--- src/rtl/gbn_frame_checker_crc16_defines.svh ---
// Assertion macros shared by the frame checker RTL.
`ifndef GBN_FRAME_CHECKER_CRC16_DEFINES_SVH
`define GBN_FRAME_CHECKER_CRC16_DEFINES_SVH

// Same-cycle implication, checked on every clk edge outside reset.
`define GFC_ASSERT_NOW(lbl, ante, cons, msg) \
  lbl: assert property (@(posedge clk) disable iff (!rst_n) (ante) |-> (cons)) else $error(msg);

// Next-cycle implication, checked on every clk edge outside reset.
`define GFC_ASSERT_NEXT(lbl, ante, cons, msg) \
  lbl: assert property (@(posedge clk) disable iff (!rst_n) (ante) |=> (cons)) else $error(msg);

`endif

--- src/rtl/gfc_pkg.sv ---
// Types and constants for the CRC-16 frame checker.
package gfc_pkg;

  localparam logic [15:0] CRC_POLY = 16'h1021;
  localparam logic [15:0] CRC_INIT = 16'hFFFF;
  localparam logic [15:0] CRC_TOP  = 16'h8000;

  // Header bytes after the magic: fin, ack, seq (2), length (2).
  localparam int HDR_TAIL = 6;

  localparam logic KIND_PAYLOAD = 1'b0;
  localparam logic KIND_SUMMARY = 1'b1;

  typedef enum logic [1:0] {
    ST_OK        = 2'd0,
    ST_CRC_ERR   = 2'd1,
    ST_BAD_MAGIC = 2'd2,
    ST_SHORT     = 2'd3
  } gfc_status_t;

  typedef struct packed {
    logic        vld;
    logic        kind;
    logic [7:0]  payload_byte;
    logic [15:0] payload_index;
    logic [7:0]  fin_value;
    logic [7:0]  ack_value;
    logic [15:0] seq_number;
    logic [15:0] payload_length;
    gfc_status_t status;
  } gfc_result_t;

endpackage

--- src/rtl/gfc_crc8.sv ---
// Augmented CRC-16 update over one byte, MSB first.
module gfc_crc8 import gfc_pkg::*; (
  input  logic [15:0] crc_in,
  input  logic [7:0]  data_in,
  output logic [15:0] crc_out
);

  always_comb begin
    logic [15:0] c;
    logic        top;
    c = crc_in;
    for (int i = 7; i >= 0; i--) begin
      top = |(c & CRC_TOP);
      c   = {c[14:0], data_in[i]};
      if (top) begin
        c = c ^ CRC_POLY;
      end
    end
    crc_out = c;
  end

endmodule

--- src/rtl/gfc_frame_state.sv ---
// Per-frame state: CRC, byte count, magic check, header capture and result build.
module gfc_frame_state import gfc_pkg::*; #(
  parameter int MAGIC_LEN = 4
) (
  input  logic        clk,
  input  logic        rst_n,
  input  logic        step_en,
  input  logic [7:0]  rx_byte,
  input  logic        end_of_frame,
  input  logic [31:0] magic_word,
  output gfc_result_t res
);

  `include "gbn_frame_checker_crc16_defines.svh"

  localparam logic [15:0] MagicLen = 16'(MAGIC_LEN);
  localparam logic [15:0] HdrLen   = 16'(MAGIC_LEN + HDR_TAIL);
  localparam logic [15:0] CntMax   = 16'hFFFF;

  logic [15:0] crc_r, crc_nxt;
  logic [15:0] cnt_r, cnt_nxt;
  logic        match_r, match_nxt;
  logic [7:0]  fin_r, fin_nxt;
  logic [7:0]  ack_r, ack_nxt;
  logic [15:0] seq_r, seq_nxt;
  logic [15:0] len_r, len_nxt;

  logic [3:0][7:0] magic_bytes;
  logic            sat;
  logic [16:0]     total;
  logic [16:0]     need;
  logic [15:0]     pay_idx;

  assign magic_bytes = magic_word;
  assign sat         = (cnt_r == CntMax);
  assign cnt_nxt     = sat ? cnt_r : cnt_r + 16'd1;
  assign pay_idx     = cnt_r - HdrLen;
  assign total       = {1'b0, cnt_r} + 17'd1;
  assign need        = {1'b0, HdrLen} + {1'b0, len_nxt};

  gfc_crc8 u_crc (
    .crc_in  (crc_r),
    .data_in (rx_byte),
    .crc_out (crc_nxt)
  );

  // Header field capture by byte position.
  always_comb begin
    match_nxt = match_r;
    fin_nxt   = fin_r;
    ack_nxt   = ack_r;
    seq_nxt   = seq_r;
    len_nxt   = len_r;
    if (cnt_r < MagicLen) begin
      if (rx_byte != magic_bytes[cnt_r[1:0]]) begin
        match_nxt = 1'b0;
      end
    end else if (cnt_r == MagicLen) begin
      fin_nxt = rx_byte;
    end else if (cnt_r == MagicLen + 16'd1) begin
      ack_nxt = rx_byte;
    end else if (cnt_r == MagicLen + 16'd2) begin
      seq_nxt[7:0] = rx_byte;
    end else if (cnt_r == MagicLen + 16'd3) begin
      seq_nxt[15:8] = rx_byte;
    end else if (cnt_r == MagicLen + 16'd4) begin
      len_nxt[7:0] = rx_byte;
    end else if (cnt_r == MagicLen + 16'd5) begin
      len_nxt[15:8] = rx_byte;
    end
  end

  // Result for the current byte: summary on the final byte, else payload or nothing.
  always_comb begin
    res                = '0;
    res.fin_value      = fin_nxt;
    res.ack_value      = ack_nxt;
    res.seq_number     = seq_nxt;
    res.payload_length = len_nxt;
    res.status         = ST_OK;
    if (end_of_frame) begin
      res.vld  = 1'b1;
      res.kind = KIND_SUMMARY;
      if (crc_nxt != 16'd0) begin
        res.status = ST_CRC_ERR;
      end else if (!match_nxt) begin
        res.status = ST_BAD_MAGIC;
      end else if (!sat && (total < need)) begin
        res.status = ST_SHORT;
      end
    end else if (!sat && (cnt_r >= HdrLen) && (pay_idx < len_nxt)) begin
      res.vld           = 1'b1;
      res.kind          = KIND_PAYLOAD;
      res.payload_byte  = rx_byte;
      res.payload_index = pay_idx;
    end
  end

  always_ff @(posedge clk) begin
    if (!rst_n) begin
      crc_r   <= CRC_INIT;
      cnt_r   <= '0;
      match_r <= 1'b1;
      fin_r   <= '0;
      ack_r   <= '0;
      seq_r   <= '0;
      len_r   <= '0;
    end else if (step_en) begin
      if (end_of_frame) begin
        crc_r   <= CRC_INIT;
        cnt_r   <= '0;
        match_r <= 1'b1;
        fin_r   <= '0;
        ack_r   <= '0;
        seq_r   <= '0;
        len_r   <= '0;
      end else begin
        crc_r   <= crc_nxt;
        cnt_r   <= cnt_nxt;
        match_r <= match_nxt;
        fin_r   <= fin_nxt;
        ack_r   <= ack_nxt;
        seq_r   <= seq_nxt;
        len_r   <= len_nxt;
      end
    end
  end

  `GFC_ASSERT_NEXT(a_eof_clears, step_en && end_of_frame, (cnt_r == 16'd0) && (crc_r == CRC_INIT) && match_r, "frame state not cleared after final byte")
  `GFC_ASSERT_NEXT(a_sat_holds, step_en && !end_of_frame && sat, sat, "byte count wrapped past saturation")
  `GFC_ASSERT_NOW(a_pay_in_len, res.vld && (res.kind == KIND_PAYLOAD), (res.payload_index < res.payload_length) && !sat, "payload byte beyond stated length")

endmodule

--- src/rtl/gbn_frame_checker_crc16.sv ---
// Top level of the CRC-16 frame checker: input stage, frame logic, result register.
//
//  channel | ports                                   | direction | handshake
//  --------+-----------------------------------------+-----------+-------------
//  in      | in_rx_byte, in_end_of_frame             | in        | in_valid/in_ready
//  out     | out_kind, out_payload_*, out_*_value,   | out       | out_valid/out_ready
//          | out_seq_number, out_status              |           |
//  cfg     | cfg_wr_data                             | in        | cfg_wr_en, no wait
//
// Each item is held in the input register; the CRC byte update and the header
// position compares run between it and the result register, which takes the
// result (if any) when the input stage moves on. One item per cycle is
// sustained while out_ready stays high.
// A full result register that is not taken holds the input stage; in_ready stays
// high while the input stage is empty or can move forward in the same cycle.
// Reset (rst_n low, synchronous) clears frame state, the magic word and both
// valid flags.
module gbn_frame_checker_crc16 import gfc_pkg::*; #(
  parameter int MAGIC_LEN = 4
) (
  input  logic        clk,
  input  logic        rst_n,
  input  logic        in_valid,
  output logic        in_ready,
  input  logic [7:0]  in_rx_byte,
  input  logic        in_end_of_frame,
  output logic        out_valid,
  input  logic        out_ready,
  output logic        out_kind,
  output logic [7:0]  out_payload_byte,
  output logic [15:0] out_payload_index,
  output logic [7:0]  out_fin_value,
  output logic [7:0]  out_ack_value,
  output logic [15:0] out_seq_number,
  output logic [15:0] out_payload_length,
  output logic [1:0]  out_status,
  input  logic        cfg_wr_en,
  input  logic [31:0] cfg_wr_data
);

  `include "gbn_frame_checker_crc16_defines.svh"

  // configuration
  logic [31:0] magic_r;

  // input stage
  logic       s1_vld_r;
  logic [7:0] s1_byte_r;
  logic       s1_eof_r;
  logic       s1_go;

  // result register
  gfc_result_t res;
  gfc_result_t out_r;

  // Advance the input stage when the result register is free or drains now.
  assign s1_go    = s1_vld_r && (!out_r.vld || out_ready);
  assign in_ready = !s1_vld_r || s1_go;

  gfc_frame_state #(
    .MAGIC_LEN (MAGIC_LEN)
  ) u_frame (
    .clk          (clk),
    .rst_n        (rst_n),
    .step_en      (s1_go),
    .rx_byte      (s1_byte_r),
    .end_of_frame (s1_eof_r),
    .magic_word   (magic_r),
    .res          (res)
  );

  always_ff @(posedge clk) begin
    if (!rst_n) begin
      magic_r <= '0;
    end else if (cfg_wr_en) begin
      magic_r <= cfg_wr_data;
    end
  end

  // Input register: take an item whenever the stage is empty or moving on.
  always_ff @(posedge clk) begin
    if (!rst_n) begin
      s1_vld_r <= 1'b0;
    end else if (in_ready) begin
      s1_vld_r <= in_valid;
    end
  end

  always_ff @(posedge clk) begin
    if (in_valid && in_ready) begin
      s1_byte_r <= in_rx_byte;
      s1_eof_r  <= in_end_of_frame;
    end
  end

  // Result register: load a new result, drop the old one once taken.
  always_ff @(posedge clk) begin
    if (!rst_n) begin
      out_r.vld <= 1'b0;
    end else if (s1_go) begin
      out_r.vld <= res.vld;
      if (res.vld) begin
        out_r.kind           <= res.kind;
        out_r.payload_byte   <= res.payload_byte;
        out_r.payload_index  <= res.payload_index;
        out_r.fin_value      <= res.fin_value;
        out_r.ack_value      <= res.ack_value;
        out_r.seq_number     <= res.seq_number;
        out_r.payload_length <= res.payload_length;
        out_r.status         <= res.status;
      end
    end else if (out_ready) begin
      out_r.vld <= 1'b0;
    end
  end

  assign out_valid          = out_r.vld;
  assign out_kind           = out_r.kind;
  assign out_payload_byte   = out_r.payload_byte;
  assign out_payload_index  = out_r.payload_index;
  assign out_fin_value      = out_r.fin_value;
  assign out_ack_value      = out_r.ack_value;
  assign out_seq_number     = out_r.seq_number;
  assign out_payload_length = out_r.payload_length;
  assign out_status         = out_r.status;

  `GFC_ASSERT_NOW(a_pay_status_ok, out_valid && (out_kind == KIND_PAYLOAD),
                  out_r.status == ST_OK, "payload result with nonzero status")
  `GFC_ASSERT_NOW(a_sum_no_payload, out_valid && (out_kind == KIND_SUMMARY),
                  (out_payload_byte == 8'd0) && (out_payload_index == 16'd0),
                  "summary carries payload data")
  `GFC_ASSERT_NEXT(a_s1_holds, s1_vld_r && out_valid && !out_ready,
                   s1_vld_r && $stable(s1_byte_r) && $stable(s1_eof_r),
                   "input stage lost an item under stall")

endmodule
--- config.mk ---
export PLATFORM = sky130hd
export DESIGN_NAME = gbn_frame_checker_crc16
export DESIGN_NICKNAME = d
export VERILOG_FILES = /design/src/rtl/gfc_pkg.sv /design/src/rtl/gfc_crc8.sv /design/src/rtl/gfc_frame_state.sv /design/src/rtl/gbn_frame_checker_crc16.sv
export VERILOG_INCLUDE_DIRS = /design/src /design/src/rtl
export SDC_FILE = /design/constraint.sdc
export NUM_CORES = 1
export LEC_CHECK = 0
export BUFFER_PORTS_ARGS = -buffer_cell sky130_fd_sc_hd__buf_2
export CAP_MARGIN = 5
export CORE_UTILIZATION = 30
export DETAILED_ROUTE_END_ITERATION = 12
export SYNTH_ARGS = -nofsm -noshare
export SYNTH_HDL_FRONTEND = slang
export SYNTH_SLANG_ARGS = --single-unit
--- constraint.sdc ---
create_clock -name clk -period 23 [get_ports clk]
set_input_delay 1.15 -clock clk [delete_from_list [all_inputs] [get_ports clk]]
set_output_delay 1.15 -clock clk [all_outputs]
set_load 0.01 [all_outputs]
==> results.sh, run 1 <==
export IMPL_route_detailed_wl_per_inst_um=18.44
export IMPL_synth_simple_gate_area_share_pct=18.73
export IMPL_finalNetCount=1153
export IMPL_cts_root_buf="clkbuf_16"
export IMPL_timing_setup_tns_ns=0
export IMPL_via_count_of_the_first_global_routing_pass=7441
export IMPL_power_per_standard_cell_area_nw_per_um2=60.58
export IMPL_timing_critical_path_buf_inv=1
export IMPL_worst_path_max_fanout=14
export IMPL_initial_drc_count=509
export IMPL_dpl_cell_count=1497
export IMPL_core_rowCount=67
export IMPL_final_layout_size_suffix_gt1_share_pct=22.11
export IMPL_dr_pass1_iterations=7
export IMPL_start_util_pct=30.67
export IMPL_timing_max_slew_rel_slack_pct=35.97
export IMPL_synth_top_family_by_area="simple AND/OR/NAND/NOR gates"
export IMPL_io_pins=123
export IMPL_synth_async_reset_ratio_pct=0
export IMPL_post_cts_buffers=0
export IMPL_critical_path_endpoint_type="flop"
export IMPL_cts_tree="done"
export IMPL_run_status="complete, no violations"
export IMPL_worst_hold_path_type="reg -> reg"
export IMPL_timing_setup_critical_path_class="reg -> reg"
export IMPL_post_synth_instance_area_um2=10360
export IMPL_number_of_h_tree_levels=4
export IMPL_die_height_um=187.8
export IMPL_ys_warn_count=0
export IMPL_drt_wl_total_um=28190
export IMPL_dieArea_um2=35280
export IMPL_placed_wire_length_estimate_after_detailed_placement_um=19820
export IMPL_antenna_violation_net_count_after_detailed_routing=0
export IMPL_postSynthRegisterBits=199
export IMPL_cts_sink_count=199
export IMPL_clk_latency_ns=0.45
export IMPL_gpl_final_weighted_congestion=0.9038
export IMPL_netlist_cell_type_count=62
export IMPL_setup_violations_final=0
export IMPL_antenna_found_initial=0
export IMPL_final_cell_count_without_fillers=1529
export IMPL_grt_start_max_net_pins=86
export IMPL_cap_violations=0
export IMPL_sequential_to_total_area_share_from_yosys_stat_pct=46.57
export IMPL_grt_first_pass_wirelength_um=43860
export IMPL_power_static_leakage_uw=0.004360
export IMPL_rsz_0062_raised_after_global_routing="no"
export IMPL_synth_net_count=1064
export IMPL_synth_edf_count=84
export IMPL_arrival_ns=5.49
export IMPL_grt_total_usage_pct=16.13
export IMPL_synthXorXnorAreaFrac_pct=6.002
export IMPL_core_area_um2=33780
export IMPL_clkSlewWorstSetupHoldPaths_ns=0.08
export IMPL_maxClockFrequency_mhz=191.8
export IMPL_critPathSlowestCell="and4_1"
export IMPL_synth_compound_gate_area_share_pct=9.746
export IMPL_crit_path_max_incr_delay_ns=0.65
export IMPL_totalPowerFinal_uw=722.5
export IMPL_globalRouteOverflowTotal=0
export IMPL_antenna_cells_inserted=0
export IMPL_yosys_mux_area_fraction_pct=10.57
export IMPL_drv_slew=0
export IMPL_synth_area_per_cell_um2=10.58
export IMPL_min_cycle_time_layout_ns=5.214
export IMPL_detail_route_drc_violations=0
export IMPL_count_of_final_hold_check_violations=0
export IMPL_period_utilization_post_route_pct=22.67
export IMPL_number_of_fill_cells=3420
export IMPL_ir_worst_vdd_mv=0.04887
export IMPL_numPortBuffers=122
export IMPL_vias=7750
export IMPL_synth_top_flop_cell="dfxtp_1"
export IMPL_synth_adder_area_share_pct=4.710
export IMPL_final_util_pct=35.30
export IMPL_post_cts_resized_instances=0
export IMPL_cts_path_max_buffers=2
export IMPL_die_width_um=187.8
export IMPL_vias_per_cell=5.069
export IMPL_critical_path_cell_chain="inv_1 -> ha_1 -> nor4bb_1 -> and4_1 -> mux2_2 -> ha_1 -> o21ai_0 -> nor3_1 -> xnor2_1 -> ha_1 -> o21ai_0 -> o21ai_0 -> o211ai_1 -> a21oi_1 -> or4_1 -> o31ai_1"
export IMPL_worst_endpoint_required_ns=23.28
export IMPL_skew_ns=0.01763
export IMPL_number_of_buffers_created_by_cts=17
export IMPL_tightestPinTransition_ns=0.9525
export IMPL_critical_path_startpoint_type="flop"
export IMPL_syn_to_final_growth_pct=15.12
export IMPL_cp_top_family="simple AND/OR/NAND/NOR gates"
export IMPL_cts_hold_repair_buffers=0
export IMPL_synthesis_instances=979
## cells in the final DEF (no fill, tap or decap), types with 13 or more instances in the layout
master	synthesis	routed
xor2_1	15	15
buf_4	3	13
ha_1	39	39
buf_2	16	122
clkbuf_16	0	17
nor2_1	44	44
edfxtp_1	84	84
nand3_1	23	23
nand2_1	69	69
mux2i_1	40	40
xnor2_1	56	56
mux2_2	41	41
inv_1	25	25
dfxtp_1	115	115
o21ai_0	37	37
nor3_1	17	17
a22oi_1	53	53
nand4_1	16	16
nor2b_1	96	96
## routing by layer
| layer | vias to the layer above | share of wire, % | global-route usage, % |
|---|---|---|---|
| met1 | 3756 | 48 | 22.97 |
| met3 | 35 | 6.4 | 3.369 |
| met2 | 270 | 44 | 24.37 |
| met5 | - | 0 | 0 |
| li1 | 3689 | - | - |
| met4 | 0 | 1.5 | 4.816 |
## synthesized netlist by cell type (all sizes together), types with 14 or more instances
library cell	instances	area, um2
edfxtp	84	2522
nor4	14	127.6
nand2	70	270.3
xnor2	56	490.5
clkbuf	37	138.9
mux2	43	491.7
mux2i	41	422.9
nor2	45	171.4
buf	28	143.9
dfxtp	115	2302
nand4	17	121.4
inv	25	93.84
nand3	24	125.1
a22oi	53	397.9
nor3	19	117.6
o21ai	40	200.2
ha	39	488.0
nor2b	96	600.6
xor2	15	131.4
## power by group
part / switching (uW) / total [uW] / internal, uW
clock network: 150 / 293 / 143
logic: 27.1 / 47.5 / 20.3
registers: 8.60 / 382 / 374
total: 185 / 722 / 537
## registers in the layout, summed over array words and instances, names as in the netlist, 16 cells and up
register            flops
out_seq_number         16
out_payload_index      16
out_payload_length     16
magic_r                32
u_frame.cnt_r          16
u_frame.seq_r          16
u_frame.len_r          16
u_frame.crc_r          16
## logic make-up (layout without fill, tap and decap cells)
| logic type | after synthesis | in the layout |
|---|---|---|
| muxes | 92 | 92 |
| and+or+nand+nor | 336 | 336 |
| xor gates and xnor gates | 71 | 71 |
| adders and majority gates | 39 | 39 |
| DFF | 199 | 199 |
| AOI/OAI and AO/OA | 151 | 151 |
| buffers and inverters | 91 | 193 |
## tightest hold or removal path, stage by stage (launching register included)
cell     delay, ns
dfxtp_1       0.32
nand2_1       0.06
nand3_1       0.06
## stage by stage
step	area [um2]	setup slack, ns	hold slack (ns)
finish	11930	17.79	0.4906
global route	11930	17.30	0.5336
CTS	11930	17.82	0.4889
detailed placement	11360	17.86	0.4750
global placement	11360	17.92	0.4757
floorplan	10360	13.43	0.4621
## layout make-up
class                      count  area (um2)  area share (%)
clock inverter                15       142.6           1.196
inverter                      26       97.59          0.8183
timing repair buffer         135       708.2           5.938
multi-input combinational    689        5167           43.33
clock buffer                  17       425.4           3.567
tap                          448       560.5           4.700
sequential                   199        4825           40.45
## final timing paths
| path | start | endpoint | slack [ns] | depth (start not counted) |
|---|---|---|---|---|
| max reg2reg | u_frame.cnt_r[0]$_SDFFE_PN0P_ | out_status[0]$_SDFFCE_PN0P_ | 17.79 | 16 |
| max | u_frame.cnt_r[0]$_SDFFE_PN0P_ | out_status[0]$_SDFFCE_PN0P_ | 17.79 | 16 |
| min | u_frame.crc_r[2]$_SDFFE_PN1P_ | u_frame.crc_r[2]$_SDFFE_PN1P_ | 0.49 | 2 |
| min reg2reg | u_frame.crc_r[2]$_SDFFE_PN1P_ | u_frame.crc_r[2]$_SDFFE_PN1P_ | 0.49 | 2 |
Power figures use the tool's default switching activity.
==> inputs of run 2 (changes only) <==
ABC_AREA = 1   (was default)
clock period = 4.3 ns   (was 23 ns; I/O delays follow)
==> run 2 against run 1 <==
  * Setup slack got worse by 17 ns
  * Critical path depth increased by 6
  * Utilization rose by 1.3 points
  * Routed wire length is 2.8% lower
  * Register-to-register slack worse by 17 ns
  * First-iteration DRC count rose by 5.1%
  * Non-clock buffer count up 31
  * Flip-flop and latch count is the same
  * Cell area increased by 0.34%
  * Worst hold slack got worse by 0.48 ns
  * Clock power rose to 5.8 times the previous value
  * Via count increased by 6.8%
==> results.sh, run 2 <==
export IMPL_run_status="complete, no violations"
export IMPL_cp_common_cell="nand2_1"
export IMPL_worst_path_max_fanout=9
export IMPL_clkSlewWorstSetupHoldPaths_ns=0.08
export IMPL_synth_top_flop_cell="dfxtp_1"
export IMPL_most_instantiated_cells_after_synthesis="nand2_1 (298), nor2_1 (120), dfxtp_1 (115)"
export IMPL_synthXorXnorAreaFrac_pct=4.555
export IMPL_numPortBuffers=122
export IMPL_core_rowCount=66
export IMPL_synth_area_per_cell_um2=8.546
export IMPL_timing_setup_critical_path_class="reg -> reg"
export IMPL_detail_route_met2_wl_um=12930
export IMPL_initial_drc_count=535
export IMPL_min_cycle_time_layout_ns=3.918
export IMPL_clk_latency_ns=0.45
export IMPL_seqCellArea_um2=4826
export IMPL_vias=8278
export IMPL_cts_path_max_buffers=2
export IMPL_synth_top_family_by_area="simple AND/OR/NAND/NOR gates"
export IMPL_timing_max_slew_rel_slack_pct=23.37
export IMPL_setup_violations_final=0
export IMPL_dr_pass1_iterations=5
export IMPL_dpl_instance_area_um2=11050
export IMPL_worst_hold_path_type="in -> reg"
export IMPL_synth_edf_count=84
export IMPL_mostFrequentLayoutCell="nand2_1"
export IMPL_count_of_final_hold_check_violations=0
export IMPL_synthesis_instances=1170
export IMPL_core_area_um2=32700
export IMPL_critPathSlowestCell="dfxtp_1"
export IMPL_cts_tree="done"
export IMPL_globalRouteOverflowTotal=0
export IMPL_die_height_um=184.6
export IMPL_ir_worst_vdd_mv=0.2722
export IMPL_placed_wire_length_estimate_after_detailed_placement_um=19330
export IMPL_io_pins=123
export IMPL_synth_simple_gate_area_share_pct=23.68
export IMPL_start_util_pct=30.57
export IMPL_critical_path_cell_chain="clkinv_1 -> ha_1 -> nand3_1 -> nor2_2 -> nand4_4 -> buf_4 -> nand2_2 -> o21ai_2 -> inv_2 -> nand2_4 -> nor2_4 -> nand2_1 -> nand2_1 -> nand2_1 -> ha_1 -> a21oi_1 -> nand3b_1 -> nand2_1 -> nor3b_1 -> nand3_1 -> or2_2 -> a21oi_1"
export IMPL_syn_to_final_growth_pct=19.68
export IMPL_vias_per_cell=4.703
export IMPL_dieArea_um2=34060
export IMPL_final_layout_size_suffix_gt1_share_pct=19.58
export IMPL_synth_top_cells_by_area="edfxtp_1 (25%), dfxtp_1 (23%), nand2_1 (11%)"
export IMPL_drv_slew=0
export IMPL_most_frequent_cell_after_synthesis="nand2_1"
export IMPL_period_utilization_post_route_pct=91.13
export IMPL_via_count_of_the_first_global_routing_pass=7821
export IMPL_yosys_mux_area_fraction_pct=1.001
export IMPL_postSynthRegisterBits=199
export IMPL_critical_path_endpoint_type="flop"
export IMPL_multi_input_area_um2=4573
export IMPL_synth_compound_gate_area_share_pct=11.53
export IMPL_crit_path_max_incr_delay_ns=0.31
export IMPL_netlist_top_cell_by_area="edfxtp_1"
export IMPL_detail_route_drc_violations=0
export IMPL_timing_setup_tns_ns=0
export IMPL_skew_ns=0.01886
export IMPL_mostFrequentLayoutCells="nand2_1 (298), buf_2 (122), nor2_1 (118), dfxtp_1 (114), inv_1 (86)"
export IMPL_worst_hold_slack_ns=0.01182
export IMPL_largest_reg_flops=32
export IMPL_number_of_fill_cells=3418
export IMPL_finalNetCount=1390
export IMPL_cap_violations=0
export IMPL_synth_top_cell_area_share_pct=25.23
export IMPL_antenna_found_initial=0
export IMPL_grt_start_max_net_pins=76
export IMPL_netlist_cell_type_count=53
export IMPL_post_place_ws_ns=0.3017
export IMPL_power_per_standard_cell_area_nw_per_um2=333.3
export IMPL_antenna_cells_inserted=0
export IMPL_maxClockFrequency_mhz=255.2
export IMPL_number_of_h_tree_levels=4
export IMPL_ys_warn_count=0
export IMPL_die_width_um=184.6
export IMPL_cts_sink_count=199
export IMPL_final_util_pct=36.59
export IMPL_met1_length_um=12630
export IMPL_route_detailed_wl_per_inst_um=15.57
export IMPL_gpl_final_weighted_congestion=0.8987
export IMPL_post_synth_instance_area_um2=9998
export IMPL_largest_register="magic_r"
export IMPL_antenna_violation_net_count_after_detailed_routing=0
export IMPL_stdcell_area_um2=11970
export IMPL_synth_adder_area_share_pct=4.880
export IMPL_met3RoutedLength_um=1376
export IMPL_grt_total_usage_pct=16.40
export IMPL_drt_wl_total_um=27410
export IMPL_synth_net_count=1255
export IMPL_power_static_leakage_uw=0.004732
export IMPL_cts_root_buf="clkbuf_16"
export IMPL_sequential_to_total_area_share_from_yosys_stat_pct=48.25
export IMPL_tightestPinTransition_ns=1.145
export IMPL_grt_first_pass_wirelength_um=42580
export IMPL_arrival_ns=4.21
export IMPL_critical_path_startpoint_type="flop"
export IMPL_synth_async_reset_ratio_pct=0
export IMPL_finalWorstSetupSlack_ns=0.3816
export IMPL_number_of_buffers_created_by_cts=17
export IMPL_worst_endpoint_required_ns=4.59
export IMPL_highest_metal_used="met4"
export IMPL_rsz_0062_raised_after_global_routing="no"
-- run 2: changes by cell type in the layout (fill, tap and decap cells not counted), sizes merged, moves of 21 or more --
cell	previous run	this run
nor2	45	137
nand3	24	45
mux2	43	8
xnor2	56	13
dlygate4sd3	0	28
nor2b	96	0
mux2i	41	1
a21oi	13	83
o21ai	40	84
inv	31	105
nand2	70	310
a22oi	53	3
xor2	15	39
-- run 2: final timing paths --
| kind | cells after the start | end | startpoint | slack (ns) |
|---|---|---|---|---|
| worst max-delay path | 22 | out_status[0]$_SDFFCE_PN0P_ | u_frame.cnt_r[1]$_SDFFE_PN0P_ | 0.38 |
| worst min-delay path | 3 | magic_r[12]$_SDFFE_PN0P_ | cfg_wr_data[12] | 0.01 |
| worst max register to register | 22 | out_status[0]$_SDFFCE_PN0P_ | u_frame.cnt_r[1]$_SDFFE_PN0P_ | 0.38 |
| worst min register to register | 2 | u_frame.seq_r[9]$_SDFFE_PN0P_ | u_frame.seq_r[9]$_SDFFE_PN0P_ | 0.47 |
-- run 2: cell type report --
class / instances / share of cell area [%]
multi-input cells: 823 / 38.22
inverters: 98 / 3.105
clock inverters: 14 / 1.506
clock buffers: 18 / 3.670
well taps: 442 / 4.621
flip-flops and latches: 199 / 40.33
repair buffers: 166 / 8.553
-- run 2: power breakdown --
part	internal, uW	total (uW)	switching, uW
Combinational	95.2	265	170
Clock	821	1690	864
Sequential	2010	2040	32.4
Total	2920	3990	1070
-- run 2: stage by stage --
| step | power [uW] | instances |
|---|---|---|
| finish | 3988 | 1760 |
| global route | 4131 | 1760 |
| CTS | 4026 | 1758 |
| floorplan | 2221 | 1170 |
| detailed placement | 2328 | 1698 |
| global placement | 2326 | 1698 |
-- run 2: worst max-delay path: cells and delay by family, from the launching register on --
kind            cells  cell delay [ns]
compound gates      3             0.39
buf+inv             3             0.48
flops               1             0.31
fa+ha+maj           2             0.58
simple gates       14             1.98
-- run 2: kinds of logic after synthesis --
family / count (synthesis)
XOR/XNOR: 52
AO/OA/AOI/OAI: 194
adder cells (fa/ha/maj): 39
buffers and inverters: 148
AND/OR/NAND/NOR: 529
multiplexers: 9
flip-flops: 199
-- run 2: what timing repair did --
| item | 4_1_cts | 5_1_grt |
|---|---|---|
| gates resized for setup | 0 | 2 |
| setup endpoints to repair | 0 | 10 |
| hold endpoints to repair | 28 | 0 |
| hold buffers | 28 | 0 |
| buffers inserted | 0 | 2 |
-- run 2: metal layers --
metal | up-vias | global-route usage, %
li1 | 4131 | -
met1 | 3897 | 21.65
met2 | 223 | 27.12
met3 | 27 | 3.122
met4 | 0 | 4.600
met5 | - | 0
